File: config.mk
export PLATFORM = sky130hd
export DESIGN_NAME = tap_tempo_estimator_unit_flat
export DESIGN_NICKNAME = d
export VERILOG_FILES = /design/src/rtl/tte_pkg.sv /design/src/rtl/tte_if.sv /design/src/rtl/tte_ram.sv /design/src/rtl/tap_tempo_estimator_unit.sv /design/src/flat_wrapper.sv
export SDC_FILE = /design/constraint.sdc
export NUM_CORES = 1
export LEC_CHECK = 0
export BUFFER_PORTS_ARGS = -buffer_cell sky130_fd_sc_hd__clkbuf_2
export CAP_MARGIN = 25
export CORE_ASPECT_RATIO = 0.8
export CORE_MARGIN = 1.5
export CORE_UTILIZATION = 30
export CTS_CLUSTER_SIZE = 14
export DETAILED_ROUTE_END_ITERATION = 12
export PLACE_DENSITY_LB_ADDON = 0.2
export SETUP_SLACK_MARGIN = 0.02
export SLEW_MARGIN = 20
export SYNTH_ARGS = -nofsm -noshare
export SYNTH_HDL_FRONTEND = slang
export SYNTH_SLANG_ARGS = --single-unit
File: constraint.sdc
create_clock -name clk -period 10.82 [get_ports clk]
set_input_delay 0.541 -clock clk [delete_from_list [all_inputs] [get_ports clk]]
set_output_delay 0.541 -clock clk [all_outputs]
set_load 0.01 [all_outputs]
File: src/rtl/tte_pkg.sv
// Shared constants and types of the tap tempo estimator.
`timescale 1ns / 1ps

package tte_pkg;

	localparam int unsigned TIME_W        = 32;
	localparam int unsigned CFG_W         = 16;
	localparam int unsigned TEMPO_W       = 13;
	localparam int unsigned DIV_SEL_W     = 2;
	localparam int unsigned TAPS_W        = 3;
	localparam int unsigned SER_CNT_W     = 5;
	localparam int unsigned HISTORY_DEPTH = 4;

	localparam int unsigned TEMPO_SCALE = 960000;

	localparam logic [TEMPO_W-1:0]   TEMPO_RESET      = 13'd1920;
	localparam logic [TEMPO_W-1:0]   TEMPO_MIN        = 13'd640;
	localparam logic [TEMPO_W-1:0]   TEMPO_MAX        = 13'd4800;
	localparam logic [CFG_W-1:0]     TIMEOUT_RESET    = 16'd2000;
	localparam logic [CFG_W-1:0]     LONG_PRESS_RESET = 16'd1000;
	localparam logic [DIV_SEL_W-1:0] DIV_SEL_LAST     = 2'd2;

	typedef enum logic {
		REG_TIMEOUT    = 1'b0,
		REG_LONG_PRESS = 1'b1
	} reg_index_t;

	typedef enum logic [2:0] {
		ST_IDLE,
		ST_LOAD,
		ST_SERIAL,
		ST_DECIDE,
		ST_DIV,
		ST_CLAMP,
		ST_OUT
	} state_t;

	// Strobes from the sequencer to the datapath.
	typedef struct packed {
		logic accept;
		logic load;
		logic shift;
		logic decide;
		logic div_step;
		logic clamp;
		logic publish;
	} ctrl_t;

endpackage

File: src/rtl/tte_if.sv
// Valid/ready channel interfaces for the tick input and the result output.
`timescale 1ns / 1ps

interface tte_in_if;
	logic                           valid;
	logic                           ready;
	logic [tte_pkg::TIME_W-1:0]     now_ms;
	logic                           switch_level;

	modport source (output valid, output now_ms, output switch_level, input ready);
	modport sink   (input valid, input now_ms, input switch_level, output ready);
endinterface

interface tte_out_if;
	logic                           valid;
	logic                           ready;
	logic [tte_pkg::TEMPO_W-1:0]    tempo_x16;
	logic                           new_tempo;
	logic [tte_pkg::DIV_SEL_W-1:0]  division_sel;
	logic [tte_pkg::TAPS_W-1:0]     taps_held;

	modport source (output valid, output tempo_x16, output new_tempo, output division_sel,
		output taps_held, input ready);
	modport sink   (input valid, input tempo_x16, input new_tempo, input division_sel,
		input taps_held, output ready);
endinterface

File: src/rtl/tte_ram.sv
// Generic simple dual-port RAM with a registered read.
`timescale 1ns / 1ps

module tte_ram #(
	parameter int unsigned WIDTH = 32,
	parameter int unsigned DEPTH = 4
) (
	input  logic                     clk,
	input  logic                     we,
	input  logic [$clog2(DEPTH)-1:0] waddr,
	input  logic [WIDTH-1:0]         wdata,
	input  logic [$clog2(DEPTH)-1:0] raddr,
	output logic [WIDTH-1:0]         rdata
);

	logic [WIDTH-1:0] mem_q [DEPTH];

	always_ff @(posedge clk) begin
		if (we) begin
			mem_q[waddr] <= wdata;
		end
		rdata <= mem_q[raddr];
	end

endmodule

File: src/rtl/tap_tempo_estimator_unit.sv
// Tap tempo estimator: a bit-serial time datapath with an iterative tempo divider.
`timescale 1ns / 1ps

// One beat on tick is one millisecond tick: a time stamp and the debounced tap switch
// level (0 = pressed). Every tick yields one result beat with the tempo in 1/16 BPM, a
// fresh-tempo flag, the division selection and the number of taps held. A tick runs
// the bit-serial pass that forms the three wrapped time differences (tap age, press
// age and tap span) one bit per cycle; when a tap produces a fresh tempo, the restoring
// divider then yields one quotient bit per cycle. The next tick is accepted once the
// result sits in the output register. Configuration writes are to be taken only while
// no tick is in work; the user is bound to this, the block itself does not enforce it.
module tap_tempo_estimator_unit #(
	parameter int unsigned HISTORY_DEPTH = tte_pkg::HISTORY_DEPTH
) (
	input  logic                     clk,
	input  logic                     arst_n,
	tte_in_if.sink                   tick,
	tte_out_if.source                result,
	input  logic                     cfg_wr_en,
	input  logic                     cfg_index,
	input  logic [tte_pkg::CFG_W-1:0] cfg_data
);

	localparam int unsigned TW     = tte_pkg::TIME_W;
	localparam int unsigned CW     = tte_pkg::CFG_W;
	localparam int unsigned SLOT_W = $clog2(HISTORY_DEPTH);
	localparam int unsigned CNT_W  = $clog2(HISTORY_DEPTH + 1);
	localparam int unsigned IW     = SLOT_W + 1;
	localparam int unsigned NUM_W  = $clog2(tte_pkg::TEMPO_SCALE * (HISTORY_DEPTH - 1) + 1);
	localparam int unsigned SCW    = tte_pkg::SER_CNT_W;

	localparam logic [SLOT_W-1:0] SLOT_LAST = SLOT_W'(HISTORY_DEPTH - 1);
	localparam logic [CNT_W-1:0]  CNT_FULL  = CNT_W'(HISTORY_DEPTH);
	localparam logic [IW-1:0]     IDX_DEPTH = IW'(HISTORY_DEPTH);
	localparam logic [NUM_W-1:0]  SCALE_N   = NUM_W'(tte_pkg::TEMPO_SCALE);
	localparam logic [SCW-1:0]    SER_LAST  = SCW'(TW - 1);
	localparam logic [SCW-1:0]    DIV_LAST  = SCW'(NUM_W - 1);

	tte_pkg::state_t state_q, state_d;
	tte_pkg::ctrl_t  ctrl;

	// Configuration registers.
	logic [CW-1:0] timeout_q, long_press_q;

	// Architectural state.
	logic [SLOT_W-1:0]             slot_q;
	logic [CNT_W-1:0]              total_q;
	logic                          prior_q;
	logic [TW-1:0]                 press_stamp_q;
	logic                          armed_q;
	logic [tte_pkg::DIV_SEL_W-1:0] div_idx_q;
	logic                          div_done_q;
	logic [tte_pkg::TEMPO_W-1:0]   tempo_q;
	logic [TW-1:0]                 newest_q;

	// Per-tick working registers.
	logic          lvl_q;
	logic          fresh_q;
	logic [SCW-1:0] cnt_q;
	logic [TW-1:0] now_sh_q, newest_sh_q, press_sh_q, oldest_sh_q, span_sh_q;
	logic [CW-1:0] tmo_sh_q, lp_sh_q;
	logic          br_age_q, br_press_q, br_span_q;
	logic          age_gt_q, press_gt_q, span_nz_q;
	logic [NUM_W-1:0] num_sh_q;
	logic [TW-1:0]    rem_q;

	// Output register.
	logic                          res_valid_q;
	logic [tte_pkg::TEMPO_W-1:0]   res_tempo_q;
	logic                          res_new_q;
	logic [tte_pkg::DIV_SEL_W-1:0] res_div_q;
	logic [tte_pkg::TAPS_W-1:0]    res_taps_q;

	// History slot arithmetic for a tap that follows no timeout.
	logic [SLOT_W-1:0] slot_next;
	logic [CNT_W-1:0]  total_next;
	logic [IW-1:0]     old_tmp;
	logic [SLOT_W-1:0] old_idx;

	assign slot_next  = (slot_q == SLOT_LAST) ? '0 : slot_q + 1'b1;
	assign total_next = (total_q == CNT_FULL) ? CNT_FULL : total_q + 1'b1;
	assign old_tmp    = IW'(slot_next) + IDX_DEPTH - IW'(total_next);
	assign old_idx    = (old_tmp >= IDX_DEPTH) ? SLOT_W'(old_tmp - IDX_DEPTH)
		: SLOT_W'(old_tmp);

	// Tick classification.
	logic fall, hold, rise, timed_out, do_div;
	assign fall      = !lvl_q && prior_q;
	assign hold      = !lvl_q && !prior_q;
	assign rise      = lvl_q && !prior_q;
	assign timed_out = (total_q != '0) && age_gt_q;
	assign do_div    = fall && !timed_out && (total_next >= CNT_W'(2)) && span_nz_q;

	logic [SLOT_W-1:0] slot_base;
	assign slot_base = timed_out ? '0 : slot_q;

	// History memory: written by a tap, read at the oldest entry the tap will span.
	logic [TW-1:0] oldest_rd;
	logic          ram_we;
	assign ram_we = ctrl.decide && fall;

	tte_ram #(
		.WIDTH (TW),
		.DEPTH (HISTORY_DEPTH)
	) u_history (
		.clk   (clk),
		.we    (ram_we),
		.waddr (slot_base),
		.wdata (now_sh_q),
		.raddr (old_idx),
		.rdata (oldest_rd)
	);

	// Bit-serial subtractors, least significant bit first.
	logic a_bit, d_age, d_press, d_span;
	assign a_bit   = now_sh_q[0];
	assign d_age   = a_bit ^ newest_sh_q[0] ^ br_age_q;
	assign d_press = a_bit ^ press_sh_q[0] ^ br_press_q;
	assign d_span  = a_bit ^ oldest_sh_q[0] ^ br_span_q;

	function automatic logic borrow_out(input logic a, input logic b, input logic bin);
		borrow_out = (!a && b) || (!(a ^ b) && bin);
	endfunction

	// Restoring division step.
	logic [TW:0]      rem_trial;
	logic             q_bit;
	logic [NUM_W-1:0] num_init;
	logic [CNT_W-1:0] total_m1;

	assign rem_trial = {rem_q, num_sh_q[NUM_W-1]};
	assign q_bit     = (rem_trial >= {1'b0, span_sh_q});
	assign total_m1  = total_next - 1'b1;
	assign num_init  = SCALE_N * NUM_W'(total_m1);

	logic [CNT_W+2:0] taps_wide;
	assign taps_wide = (CNT_W + 3)'(total_q);

	// Sequencer: next state.
	always_comb begin
		state_d = state_q;
		unique case (state_q)
			tte_pkg::ST_IDLE: begin
				if (tick.valid) begin
					state_d = tte_pkg::ST_LOAD;
				end
			end
			tte_pkg::ST_LOAD: begin
				state_d = tte_pkg::ST_SERIAL;
			end
			tte_pkg::ST_SERIAL: begin
				if (cnt_q == SER_LAST) begin
					state_d = tte_pkg::ST_DECIDE;
				end
			end
			tte_pkg::ST_DECIDE: begin
				state_d = do_div ? tte_pkg::ST_DIV : tte_pkg::ST_OUT;
			end
			tte_pkg::ST_DIV: begin
				if (cnt_q == DIV_LAST) begin
					state_d = tte_pkg::ST_CLAMP;
				end
			end
			tte_pkg::ST_CLAMP: begin
				state_d = tte_pkg::ST_OUT;
			end
			tte_pkg::ST_OUT: begin
				if (!res_valid_q || result.ready) begin
					state_d = tte_pkg::ST_IDLE;
				end
			end
			default: begin
				state_d = tte_pkg::ST_IDLE;
			end
		endcase
	end

	// Sequencer: strobes.
	always_comb begin
		ctrl       = '0;
		tick.ready = 1'b0;
		unique case (state_q)
			tte_pkg::ST_IDLE: begin
				tick.ready  = 1'b1;
				ctrl.accept = tick.valid;
			end
			tte_pkg::ST_LOAD:   ctrl.load     = 1'b1;
			tte_pkg::ST_SERIAL: ctrl.shift    = 1'b1;
			tte_pkg::ST_DECIDE: ctrl.decide   = 1'b1;
			tte_pkg::ST_DIV:    ctrl.div_step = 1'b1;
			tte_pkg::ST_CLAMP:  ctrl.clamp    = 1'b1;
			tte_pkg::ST_OUT:    ctrl.publish  = !res_valid_q || result.ready;
			default: begin
			end
		endcase
	end

	always_ff @(posedge clk or negedge arst_n) begin
		if (!arst_n) begin
			state_q <= tte_pkg::ST_IDLE;
		end else begin
			state_q <= state_d;
		end
	end

	// Configuration port.
	always_ff @(posedge clk or negedge arst_n) begin
		if (!arst_n) begin
			timeout_q    <= tte_pkg::TIMEOUT_RESET;
			long_press_q <= tte_pkg::LONG_PRESS_RESET;
		end else if (cfg_wr_en) begin
			unique case (tte_pkg::reg_index_t'(cfg_index))
				tte_pkg::REG_TIMEOUT:    timeout_q    <= cfg_data;
				tte_pkg::REG_LONG_PRESS: long_press_q <= cfg_data;
				default: begin
				end
			endcase
		end
	end

	// Architectural state update, once per tick.
	always_ff @(posedge clk or negedge arst_n) begin
		if (!arst_n) begin
			slot_q        <= '0;
			total_q       <= '0;
			prior_q       <= 1'b0;
			press_stamp_q <= '0;
			armed_q       <= 1'b0;
			div_idx_q     <= '0;
			div_done_q    <= 1'b0;
			tempo_q       <= tte_pkg::TEMPO_RESET;
			fresh_q       <= 1'b0;
		end else begin
			if (ctrl.decide) begin
				fresh_q <= 1'b0;
				prior_q <= lvl_q;
				if (timed_out) begin
					slot_q  <= '0;
					total_q <= '0;
				end
				if (fall) begin
					slot_q        <= (slot_base == SLOT_LAST) ? '0 : slot_base + 1'b1;
					total_q       <= timed_out ? CNT_W'(1) : total_next;
					press_stamp_q <= now_sh_q;
					armed_q       <= 1'b1;
				end
				if (hold && armed_q && press_gt_q && !div_done_q) begin
					div_idx_q  <= (div_idx_q == tte_pkg::DIV_SEL_LAST) ? '0
						: div_idx_q + 1'b1;
					div_done_q <= 1'b1;
				end
				if (rise) begin
					div_done_q    <= 1'b0;
					armed_q       <= 1'b0;
					press_stamp_q <= '0;
				end
			end
			if (ctrl.clamp) begin
				fresh_q <= 1'b1;
				if (num_sh_q < NUM_W'(tte_pkg::TEMPO_MIN)) begin
					tempo_q <= tte_pkg::TEMPO_MIN;
				end else if (num_sh_q > NUM_W'(tte_pkg::TEMPO_MAX)) begin
					tempo_q <= tte_pkg::TEMPO_MAX;
				end else begin
					tempo_q <= tte_pkg::TEMPO_W'(num_sh_q);
				end
			end
		end
	end

	// Newest tap stamp; its value matters only while taps are held.
	always_ff @(posedge clk) begin
		if (ctrl.decide && fall) begin
			newest_q <= now_sh_q;
		end
	end

	always_ff @(posedge clk or negedge arst_n) begin
		if (!arst_n) begin
			cnt_q <= '0;
		end else if (ctrl.accept || ctrl.decide) begin
			cnt_q <= '0;
		end else if (ctrl.shift || ctrl.div_step) begin
			cnt_q <= cnt_q + 1'b1;
		end
	end

	// Serial datapath and divider.
	always_ff @(posedge clk) begin
		if (ctrl.accept) begin
			now_sh_q    <= tick.now_ms;
			lvl_q       <= tick.switch_level;
			newest_sh_q <= newest_q;
			press_sh_q  <= press_stamp_q;
			tmo_sh_q    <= timeout_q;
			lp_sh_q     <= long_press_q;
			br_age_q    <= 1'b0;
			br_press_q  <= 1'b0;
			br_span_q   <= 1'b0;
			age_gt_q    <= 1'b0;
			press_gt_q  <= 1'b0;
			span_nz_q   <= 1'b0;
		end
		if (ctrl.load) begin
			oldest_sh_q <= oldest_rd;
		end
		if (ctrl.shift) begin
			// The time stamp rotates so it is whole again when the pass ends.
			now_sh_q    <= {now_sh_q[0], now_sh_q[TW-1:1]};
			newest_sh_q <= {1'b0, newest_sh_q[TW-1:1]};
			press_sh_q  <= {1'b0, press_sh_q[TW-1:1]};
			oldest_sh_q <= {1'b0, oldest_sh_q[TW-1:1]};
			tmo_sh_q    <= {1'b0, tmo_sh_q[CW-1:1]};
			lp_sh_q     <= {1'b0, lp_sh_q[CW-1:1]};
			span_sh_q   <= {d_span, span_sh_q[TW-1:1]};
			br_age_q    <= borrow_out(a_bit, newest_sh_q[0], br_age_q);
			br_press_q  <= borrow_out(a_bit, press_sh_q[0], br_press_q);
			br_span_q   <= borrow_out(a_bit, oldest_sh_q[0], br_span_q);
			// Magnitude compare: the highest differing bit decides.
			if (d_age != tmo_sh_q[0]) begin
				age_gt_q <= d_age;
			end
			if (d_press != lp_sh_q[0]) begin
				press_gt_q <= d_press;
			end
			span_nz_q <= span_nz_q | d_span;
		end
		if (ctrl.decide) begin
			num_sh_q <= num_init;
			rem_q    <= '0;
		end
		if (ctrl.div_step) begin
			// The quotient bits fill in behind the numerator as it shifts out.
			num_sh_q <= {num_sh_q[NUM_W-2:0], q_bit};
			rem_q    <= q_bit ? TW'(rem_trial - {1'b0, span_sh_q}) : TW'(rem_trial);
		end
	end

	// Output register.
	always_ff @(posedge clk or negedge arst_n) begin
		if (!arst_n) begin
			res_valid_q <= 1'b0;
		end else if (ctrl.publish) begin
			res_valid_q <= 1'b1;
		end else if (result.ready) begin
			res_valid_q <= 1'b0;
		end
	end

	always_ff @(posedge clk) begin
		if (ctrl.publish) begin
			res_tempo_q <= tempo_q;
			res_new_q   <= fresh_q;
			res_div_q   <= div_idx_q;
			res_taps_q  <= taps_wide[2:0];
		end
	end

	assign result.valid        = res_valid_q;
	assign result.tempo_x16    = res_tempo_q;
	assign result.new_tempo    = res_new_q;
	assign result.division_sel = res_div_q;
	assign result.taps_held    = res_taps_q;

endmodule

File: src/flat_wrapper.sv
// flat-port wrapper written by rule: the top's interface ports become plain ports
module tap_tempo_estimator_unit_flat 
#(
	parameter int unsigned HISTORY_DEPTH = tte_pkg::HISTORY_DEPTH
)
  (clk, arst_n, cfg_wr_en, cfg_index, cfg_data, tick_valid, tick_now_ms, tick_switch_level, tick_ready, result_valid, result_tempo_x16, result_new_tempo, result_division_sel, result_taps_held, result_ready);
  tte_in_if tick_i ();
  tte_out_if result_i ();
  input  logic clk;
  input  logic arst_n;
  input  logic cfg_wr_en;
  input  logic cfg_index;
  input  logic [tte_pkg::CFG_W-1:0] cfg_data;
  input wire logic [$bits(tick_i.valid)-1:0] tick_valid;
  input wire logic [$bits(tick_i.now_ms)-1:0] tick_now_ms;
  input wire logic [$bits(tick_i.switch_level)-1:0] tick_switch_level;
  output wire logic [$bits(tick_i.ready)-1:0] tick_ready;
  output wire logic [$bits(result_i.valid)-1:0] result_valid;
  output wire logic [$bits(result_i.tempo_x16)-1:0] result_tempo_x16;
  output wire logic [$bits(result_i.new_tempo)-1:0] result_new_tempo;
  output wire logic [$bits(result_i.division_sel)-1:0] result_division_sel;
  output wire logic [$bits(result_i.taps_held)-1:0] result_taps_held;
  input wire logic [$bits(result_i.ready)-1:0] result_ready;
  assign tick_i.valid = tick_valid;
  assign tick_i.now_ms = tick_now_ms;
  assign tick_i.switch_level = tick_switch_level;
  assign tick_ready = tick_i.ready;
  assign result_valid = result_i.valid;
  assign result_tempo_x16 = result_i.tempo_x16;
  assign result_new_tempo = result_i.new_tempo;
  assign result_division_sel = result_i.division_sel;
  assign result_taps_held = result_i.taps_held;
  assign result_i.ready = result_ready;
  tap_tempo_estimator_unit #(.HISTORY_DEPTH(HISTORY_DEPTH)) u_core (.clk(clk), .arst_n(arst_n), .tick(tick_i), .result(result_i), .cfg_wr_en(cfg_wr_en), .cfg_index(cfg_index), .cfg_data(cfg_data));
endmodule
==> summary.txt, run 1 <==
Synth
  • Fraction of registers with async set/reset: 17.29%
  • Cell Area, Synth: 23610 µm²
  • Avg Synthesized Cell Area: 12.51 µm²
  • Sequential area share after synthesis: 67.73%
  • Synth area leader: edfxtp_1
  • Yosys reg bits: 561
  • Synthesized Nets: 2001
  • Main synth FF type: edfxtp_1
  • EDFF count, synth: 425
  • Syn Inst Count: 1887
  • Synthesis Warnings: 0
  • Top cells by area, synth: edfxtp_1 (54%), nand2_1 (9.1%), dfrtp_1 (8.6%)
  • Post-synthesis cell type count: 75
  • Synth top area share: 54.05%

Clocking
  • CTS buffer count: 57
  • H-tree Lvls: 2
  • Setup Buffers After CTS: 0
  • Post_cts resized: 0
  • TritonCTS clock tree: built
  • Clock Tree Root: clkbuf_16
  • Longest Clk Path Bufs: 3
  • Clock Latency Late Sink: 640 ps
  • Clock-pin slew on the worst setup and hold paths: 70 ps
  • Clock Sink Count: 561

STA
  • Fmax: 0.2706 GHz
  • Clk_skew: 45.50 ps
  • Tcrit/Tclk final: 34.16%
  • Min Tclk post-route: 3696 ps
  • Max-slew headroom: 34.81%
  • RSZ-0062 raised after global routing: no
  • Slew Viols, Final: 0
  • Final setup vio count: 0
  • Worst-Margin Slew: 977.8 ps
  • Setup TNS Final: 0 ps
  • Hold Fails Final Rpt: 0

Layout
  • Ant. Diodes: 0
  • Share of cells above drive strength 1: 14.68%
  • Number of fill cells in the layout: 7576
  • Finished Layout Cells: 3033
  • Area Growth Syn to Fin: 15.02%
  • Nets: 2075

Global route
  • Largest net degree at the start of global routing: 102
  • Busiest layer in global routing: met2
  • Met2 GRT Util: 19.19%
  • GR Util met1: 18.40%
  • Antenna violations before repair: 0
  • First-pass GRT wire length: 79730 µm
  • Congestion Overflow GR: 0
  • GRT Total Usage: 12.57%
  • Met3 usage: 2.171%
  • Vias in the first global route: 14019

Outcome
  • Status: finished clean

Worst setup path
  • Most used cell, CP: buf_4
  • Crit end category: register
  • CP bufs+invs: 3
  • Crit Path Class: register to register
  • Setup crit start kind: register
  • Arr. time, crit path: 3970 ps
  • Worst reg2reg setup slack: 7120 ps
  • Worst-path maximum fanout: 49
  • Worst path slowest cell: dfrtp_1
  • CP required: 11100 ps
  • Worst path max stage delay: 670 ps
  • Delay-heaviest family, CP: simple AND/OR/NAND/NOR gates
  • Worst path cell trace: nor3_1 > nand2_1 > nand2_4 > buf_4 > buf_16 > buf_4

Hold path
  • Worst hold path type: primary input to register

Drt
  • Initial detailed-routing violation count: 839
  • DRC viols: 0
  • Vias: 13907
  • Drt first pass iters: 5
  • Final WL: 49550 µm
  • Routed length per placed instance: 16.34 µm
  • Vias/cell: 4.585
  • Post-route antenna net violation count: 0

Floorplan
  • Core Region: 77540 µm²
  • Ports: 76
  • Die height: 253.9 µm
  • DIE AREA: 80400 µm²
  • Chip width: 316.7 µm
  • Starting Density: 30.45%
  • Row count: 91

Power
  • Lkg Pwr: 10.76 nW
  • Pwr dens: 305.7 nW/µm²
  • Max IR drop VDD: 0.0001363 V

Placement
  • Hpwl dp: 29830 µm
  • Placed Cells: 2922
  • Final Wtd Congestion: 0.7676
  • IO buf count: 75

Run
  • Max cap viols: 0
==> cell families (layout without fill, tap and decap cells) <==
kind of cell	count (synthesis)	after routing	share of synthesized area [%]
compound gates	220	220	6.020
xor+xnor	34	34	1.261
fa+ha+maj	59	59	3.254
buf+inv	148	271	2.448
flops	561	561	67.73
mux	91	91	5.734
simple gates	774	774	13.56
==> synthesized netlist by cell type (all sizes together), types with 3 or more instances <==
master   instances
buf              4
mux4            32
o21ai           84
dfrtp           81
nand2          573
dfstp           16
nor3            14
nand4            6
fa               4
a21o            17
o21a             6
mux2            34
nor2b           11
o211ai           3
clkbuf          79
dfxtp           39
and2            10
inv             65
a31o             4
a211oi           4
a31oi            8
o21bai           4
mux2i           25
o2bb2ai          3
and3            10
or3              3
a22o            13
nor2            83
or2              6
xor2            10
a21oi           49
nand2b          37
a22oi            3
xnor2           24
ha              55
edfxtp         425
nand3           12
==> per-layer routing <==
metal	vias up	share of wire, %
met5	-	0
met4	0	1.9
met3	65	3.6
met2	198	44
met1	6893	51
li1	6751	-
==> layout by cell type (no fill, tap or decap), types with 4 or more instances in the layout <==
| cell type | Yosys | layout |
|---|---|---|
| fa_1 | 4 | 4 |
| xnor2_1 | 24 | 23 |
| clkbuf_16 | 0 | 57 |
| and3_2 | 0 | 4 |
| clkbuf_8 | 0 | 14 |
| inv_1 | 64 | 64 |
| o21a_1 | 6 | 6 |
| nand2_1 | 573 | 570 |
| xor2_1 | 10 | 10 |
| nor3_1 | 13 | 12 |
| ha_1 | 55 | 54 |
| buf_4 | 1 | 16 |
| nor2b_1 | 11 | 11 |
| nor2_1 | 81 | 80 |
| nand4_1 | 6 | 6 |
| and2_1 | 10 | 9 |
| o21ai_0 | 81 | 81 |
| a31oi_1 | 7 | 7 |
| dfrtp_1 | 81 | 81 |
| clkbuf_2 | 0 | 74 |
| nand3_1 | 12 | 12 |
| mux2i_1 | 25 | 25 |
| o21bai_1 | 4 | 4 |
| dfxtp_1 | 39 | 39 |
| mux2_2 | 34 | 34 |
| a21o_1 | 17 | 17 |
| buf_12 | 0 | 5 |
| a21oi_1 | 48 | 48 |
| edfxtp_1 | 425 | 425 |
| and3_1 | 10 | 6 |
| dfstp_2 | 16 | 16 |
| a22o_1 | 13 | 13 |
| clkinv_2 | 0 | 7 |
| clkbuf_1 | 79 | 18 |
| mux4_2 | 32 | 32 |
| clkinv_1 | 0 | 4 |
| nand2b_1 | 37 | 37 |
==> final timing paths <==
| kind | from | to | cells after the start |
|---|---|---|---|
| worst min-delay path | cfg_data[8] | u_core.long_press_q[8] | 2 |
| worst min register to register | u_core.span_sh_q[25] | u_core.span_sh_q[24] | 0 |
| worst max register to register | u_core.state_q[1] | u_core.newest_sh_q[14] | 6 |
| min in group asynchronous | arst_n | u_core.slot_q[1] | 2 |
| max in group asynchronous | arst_n | u_core.long_press_q[13] | 3 |
| worst max-delay path | u_core.state_q[1] | u_core.newest_sh_q[14] | 6 |
==> repair_timing <==
| action | CTS | global route |
|---|---|---|
| endpoints found under the setup margin | 0 | 0 |
| hold buffers | 1 | 0 |
| hold endpoints to repair | 20 | 0 |
==> flip-flops by register name, indices dropped and copies added, names as in the netlist, 22 cells and up <==
signal / cells
u_core.press_sh_q: 32
u_core.rem_q: 32
u_core.press_stamp_q: 32
u_core.now_sh_q: 32
u_core.oldest_sh_q: 32
u_core.u_history.rdata: 32
u_core.num_sh_q: 22
u_core.newest_q: 32
u_core.span_sh_q: 32
u_core.u_history.mem_q: 128
u_core.newest_sh_q: 32
==> report_power, final <==
| part | internal, mW | switching, mW | total (mW) |
|---|---|---|---|
| clock | 1.12 | 0.849 | 1.97 |
| combinational | 1.03 | 1.61 | 2.64 |
| sequential | 3.30 | 0.387 | 3.69 |
==> through the flow <==
step	hold slack (ps)	area (µm²)	total power, mW	utilization [%]	worst slack [ps]
after CTS	119.5	27110	8.421	34.96	6847
after floorplan	245.4	23610	5.642	-	6118
after detailed placement	435.6	25200	6.404	32.50	6857
after global routing	125.5	27160	8.907	35.02	6835
after global placement	434.7	25100	6.359	32.37	6795
final	157.3	27160	8.302	35.02	7124
==> worst register-to-register path: stages, from the launching register on <==
cell,delay [ps]
dfrtp_1,670
nor3_1,670
nand2_1,460
nand2_4,180
buf_4,430
buf_16,310
buf_4,610
==> cell type report <==
cell class | count | area [µm²] | share of cell area (%)
multi-input combinational | 1178 | 7086 | 26.09
inverter | 65 | 249.0 | 0.9168
sequential | 561 | 15990 | 58.88
clock buffer | 89 | 1687 | 6.211
tap | 1023 | 1280 | 4.713
timing repair buffer | 98 | 655.6 | 2.414
clock inverter | 19 | 210.2 | 0.7740
Power figures use the tool's default switching activity.
==> run 2: changes to the inputs <==
clock period = 3.7 ns   (was 10.82 ns; I/O delays follow)
==> run 2 against run 1 <==
Non-clock buffer count is 64 higher. Critical path depth is 7 higher. First-iteration DRC count is 0.12% higher. Maximum frequency is 8.2% higher. Register-to-register slack worse by 6800 ps. Core utilization is 0.71 points higher. Cell count is 2.2% higher. Wire length is 0.28% higher. Clock skew is 10 ps higher. Combinational power grew to 3.0 times the previous value. Global-route usage is 0.11 points higher. Critical path type unchanged.
==> summary.txt, run 2 (same netlist as run 1, synthesis figures left out) <==
STA
  • Final setup vio count: 0 (unchanged)
  • Max-slew headroom: 36.94% (+2.1 points)
  • Worst setup margin: 285.2 ps (-6839 ps)
  • Slew Viols, Final: 0 (unchanged)
  • RSZ-0062 raised after global routing: no
  • Setup TNS Final: 0 ps (unchanged)
  • Worst-Margin Slew: 945.9 ps (-31.87 ps)
  • Min Tclk post-route: 3415 ps (-281.2 ps)
  • Hold Fails Final Rpt: 0 (unchanged)
  • Fmax: 0.2928 GHz (+8.2%)
  • Tcrit/Tclk final: 92.29% (+58 points)
  • Hold slack: 156.7 ps (-0.6130 ps)
  • Clk_skew: 55.84 ps (+10.34 ps)

Global route
  • Largest net degree at the start of global routing: 97 (-4.9%)
  • Congestion Overflow GR: 0 (unchanged)
  • Antenna violations before repair: 0 (unchanged)
  • First-pass GRT wire length: 80330 µm (+0.75%)
  • Met2 GRT Util: 18.87% (-0.32 points)
  • Busiest layer in global routing: met1
  • Met3 usage: 2.195% (+0.024 points)
  • GR Util met1: 18.97% (+0.58 points)
  • GRT Total Usage: 12.68% (+0.11 points)
  • Vias in the first global route: 14203 (+1.3%)

Drt
  • DRC viols: 0 (unchanged)
  • Vias/cell: 4.543 (-0.92%)
  • Final WL: 49690 µm (+0.28%)
  • Vias: 14079 (+1.2%)
  • Post-route antenna net violation count: 0 (unchanged)
  • Drt first pass iters: 6 (+1)
  • Initial detailed-routing violation count: 840 (+0.12%)
  • Routed length per placed instance: 16.03 µm (-1.9%)

Clocking
  • Clock-pin slew on the worst setup and hold paths: 60 ps (about the same)
  • H-tree Lvls: 2 (unchanged)
  • Clock Latency Late Sink: 660 ps (+20 ps)
  • TritonCTS clock tree: built
  • Clock Sink Count: 561 (unchanged)
  • Longest Clk Path Bufs: 3 (unchanged)
  • CTS buffer count: 58 (+1.8%)
  • Clock Tree Root: clkbuf_16

Worst setup path
  • Worst path cell trace: inv_1 > ha_1 > inv_1 > ha_1 > xnor2_2 > ha_1 > ha_1 > ha_1 > o21ai_0 > o21ai_0 > a32oi_1 > xor2_1 > o21ai_0
  • Worst path slowest cell: dfrtp_1
  • Worst path max stage delay: 430 ps (-240 ps)
  • Crit Path Class: register to register
  • Setup crit start kind: register
  • CP bufs+invs: 2 (-1)
  • Delay-heaviest family, CP: adder cells
  • Most used cell, CP: ha_1
  • Arr. time, crit path: 3770 ps (-200 ps)
  • CP required: 4050 ps (-7050 ps)
  • Worst-path maximum fanout: 6 (-88%)
  • Crit end category: register

Layout
  • Finished Layout Cells: 3099 (+2.2%)
  • Number of fill cells in the layout: 7561 (-0.20%)
  • Final instance area: 27710 µm² (+2.0%)
  • Nets: 2140 (+3.1%)
  • Leading cell type in the layout, fill and taps excluded: nand2_1
  • Max reg flops: 128 (unchanged)
  • Share of cells above drive strength 1: 14.40% (-0.27 points)
  • Area Growth Syn to Fin: 17.36%
  • Biggest register: u_core.u_history.mem_q
  • FF/Latch Area: 15990 µm² (unchanged)
  • Ant. Diodes: 0 (unchanged)
  • Multi-input logic area: 7097 µm² (+0.16%)
  • Utilization after layout: 35.74% (+0.71 points)
  • Most frequent cells in the layout: nand2_1 (570), edfxtp_1 (425), o21ai_0 (81), dfrtp_1 (81), nor2_1 (80)

Power
  • NetSw: 8.412 mW (+200%)
  • Seq pwr share: 44.0% (-0.4 points)
  • Int Pwr: 15.97 mW (+190%)
  • Lkg Pwr: 11.01 nW (+2.3%)
  • Pwr Total: 24.38 mW (+190%)
  • Max IR drop VDD: 0.0004056 V (+200%)
  • Combinational power share: 33.0% (+1.2 points)
  • Switching share of total power: 34.51% (+0.23 points)
  • Pwr dens: 879.8 nW/µm² (+190%)
  • Clock power frac: 23.0% (-0.8 points)

Run
  • Max cap viols: 0 (unchanged)

Floorplan
  • Ports: 76 (unchanged)
  • Row count: 91 (unchanged)
  • DIE AREA: 80400 µm² (unchanged)
  • Core Region: 77540 µm² (unchanged)
  • Starting Density: 30.45% (unchanged)
  • Die height: 253.9 µm (unchanged)
  • Chip width: 316.7 µm (unchanged)

Placement
  • IO buf count: 75 (unchanged)
  • Placed Cells: 2937 (+0.51%)
  • Dpl cell area: 25360 µm² (+0.61%)
  • Final Wtd Congestion: 0.7991 (+4.1%)
  • Hpwl dp: 30150 µm (+1.1%)
  • Worst slack at placement: 176.2 ps (-6681 ps)

Hold path
  • Worst hold path type: primary input to register

Outcome
  • Status: finished clean
## run 2: cell count changes in the layout (fill, tap and decap cells not counted), moves of 2 or more
cell,previous run,this run
clkinv_1,4,0
buf_16,2,0
buf_4,16,27
clkbuf_8,14,3
clkinv_2,7,10
and3_2,4,0
clkbuf_1,18,30
clkbuf_16,57,59
and3_1,6,10
dlygate4sd3_1,1,52
buf_12,5,8
## run 2: path summary, 6_finish.rpt
check                               startpoint                   end  slack, ps  cells after the start
setup / recovery             u_core.total_q[0]   u_core.num_sh_q[19]        290                     13
hold / removal                       cfg_index  u_core.timeout_q[15]        160                      4
setup reg to reg             u_core.total_q[0]   u_core.num_sh_q[19]        290                     13
hold reg to reg            u_core.span_sh_q[5]   u_core.span_sh_q[4]        440                      0
max in group asynchronous               arst_n     u_core.tempo_q[9]       2660                      3
min in group asynchronous               arst_n    u_core.tempo_q[11]        170                      2
## run 2: final cells by class
class	instances	area share, %
repair buffers	162	4.579
flip-flops and latches	561	57.71
inverters	65	0.8986
clock buffers	92	5.884
clock inverters	18	0.6999
multi-input cells	1178	25.61
well taps	1023	4.619
## run 2: power groups by stage
stage	clock [mW]	sequential, mW	combinational [mW]
2_1_floorplan	0	10.5	5.96
3_3_place_gp	0	10.8	8.00
3_5_place_dp	0	10.9	8.12
4_1_cts	5.82	10.8	8.20
5_1_grt	6.03	11.0	9.15
6_report	5.61	10.7	8.04
## run 2: per-layer routing
metal | vias to the layer above | share of wire (%)
li1 | 6892 | -
met1 | 6914 | 52
met2 | 210 | 43
met3 | 63 | 3.7
met4 | 0 | 1.9
met5 | - | 0
## run 2: worst register-to-register path: cells and delay by family, from the launching register on
kind                     cells  cell delay (ps)
adder cells (fa/ha/maj)      5             1300
flip-flops                   1              430
XOR/XNOR                     2              400
buffers and inverters        2              280
AO/OA/AOI/OAI                4              730
## run 2: timing repair
action	4_1_cts	5_1_grt
resized for setup	0	1
endpoints found under the setup margin	0	1
hold endpoints to repair	110	0
setup buffers	0	0
hold buffers	52	0
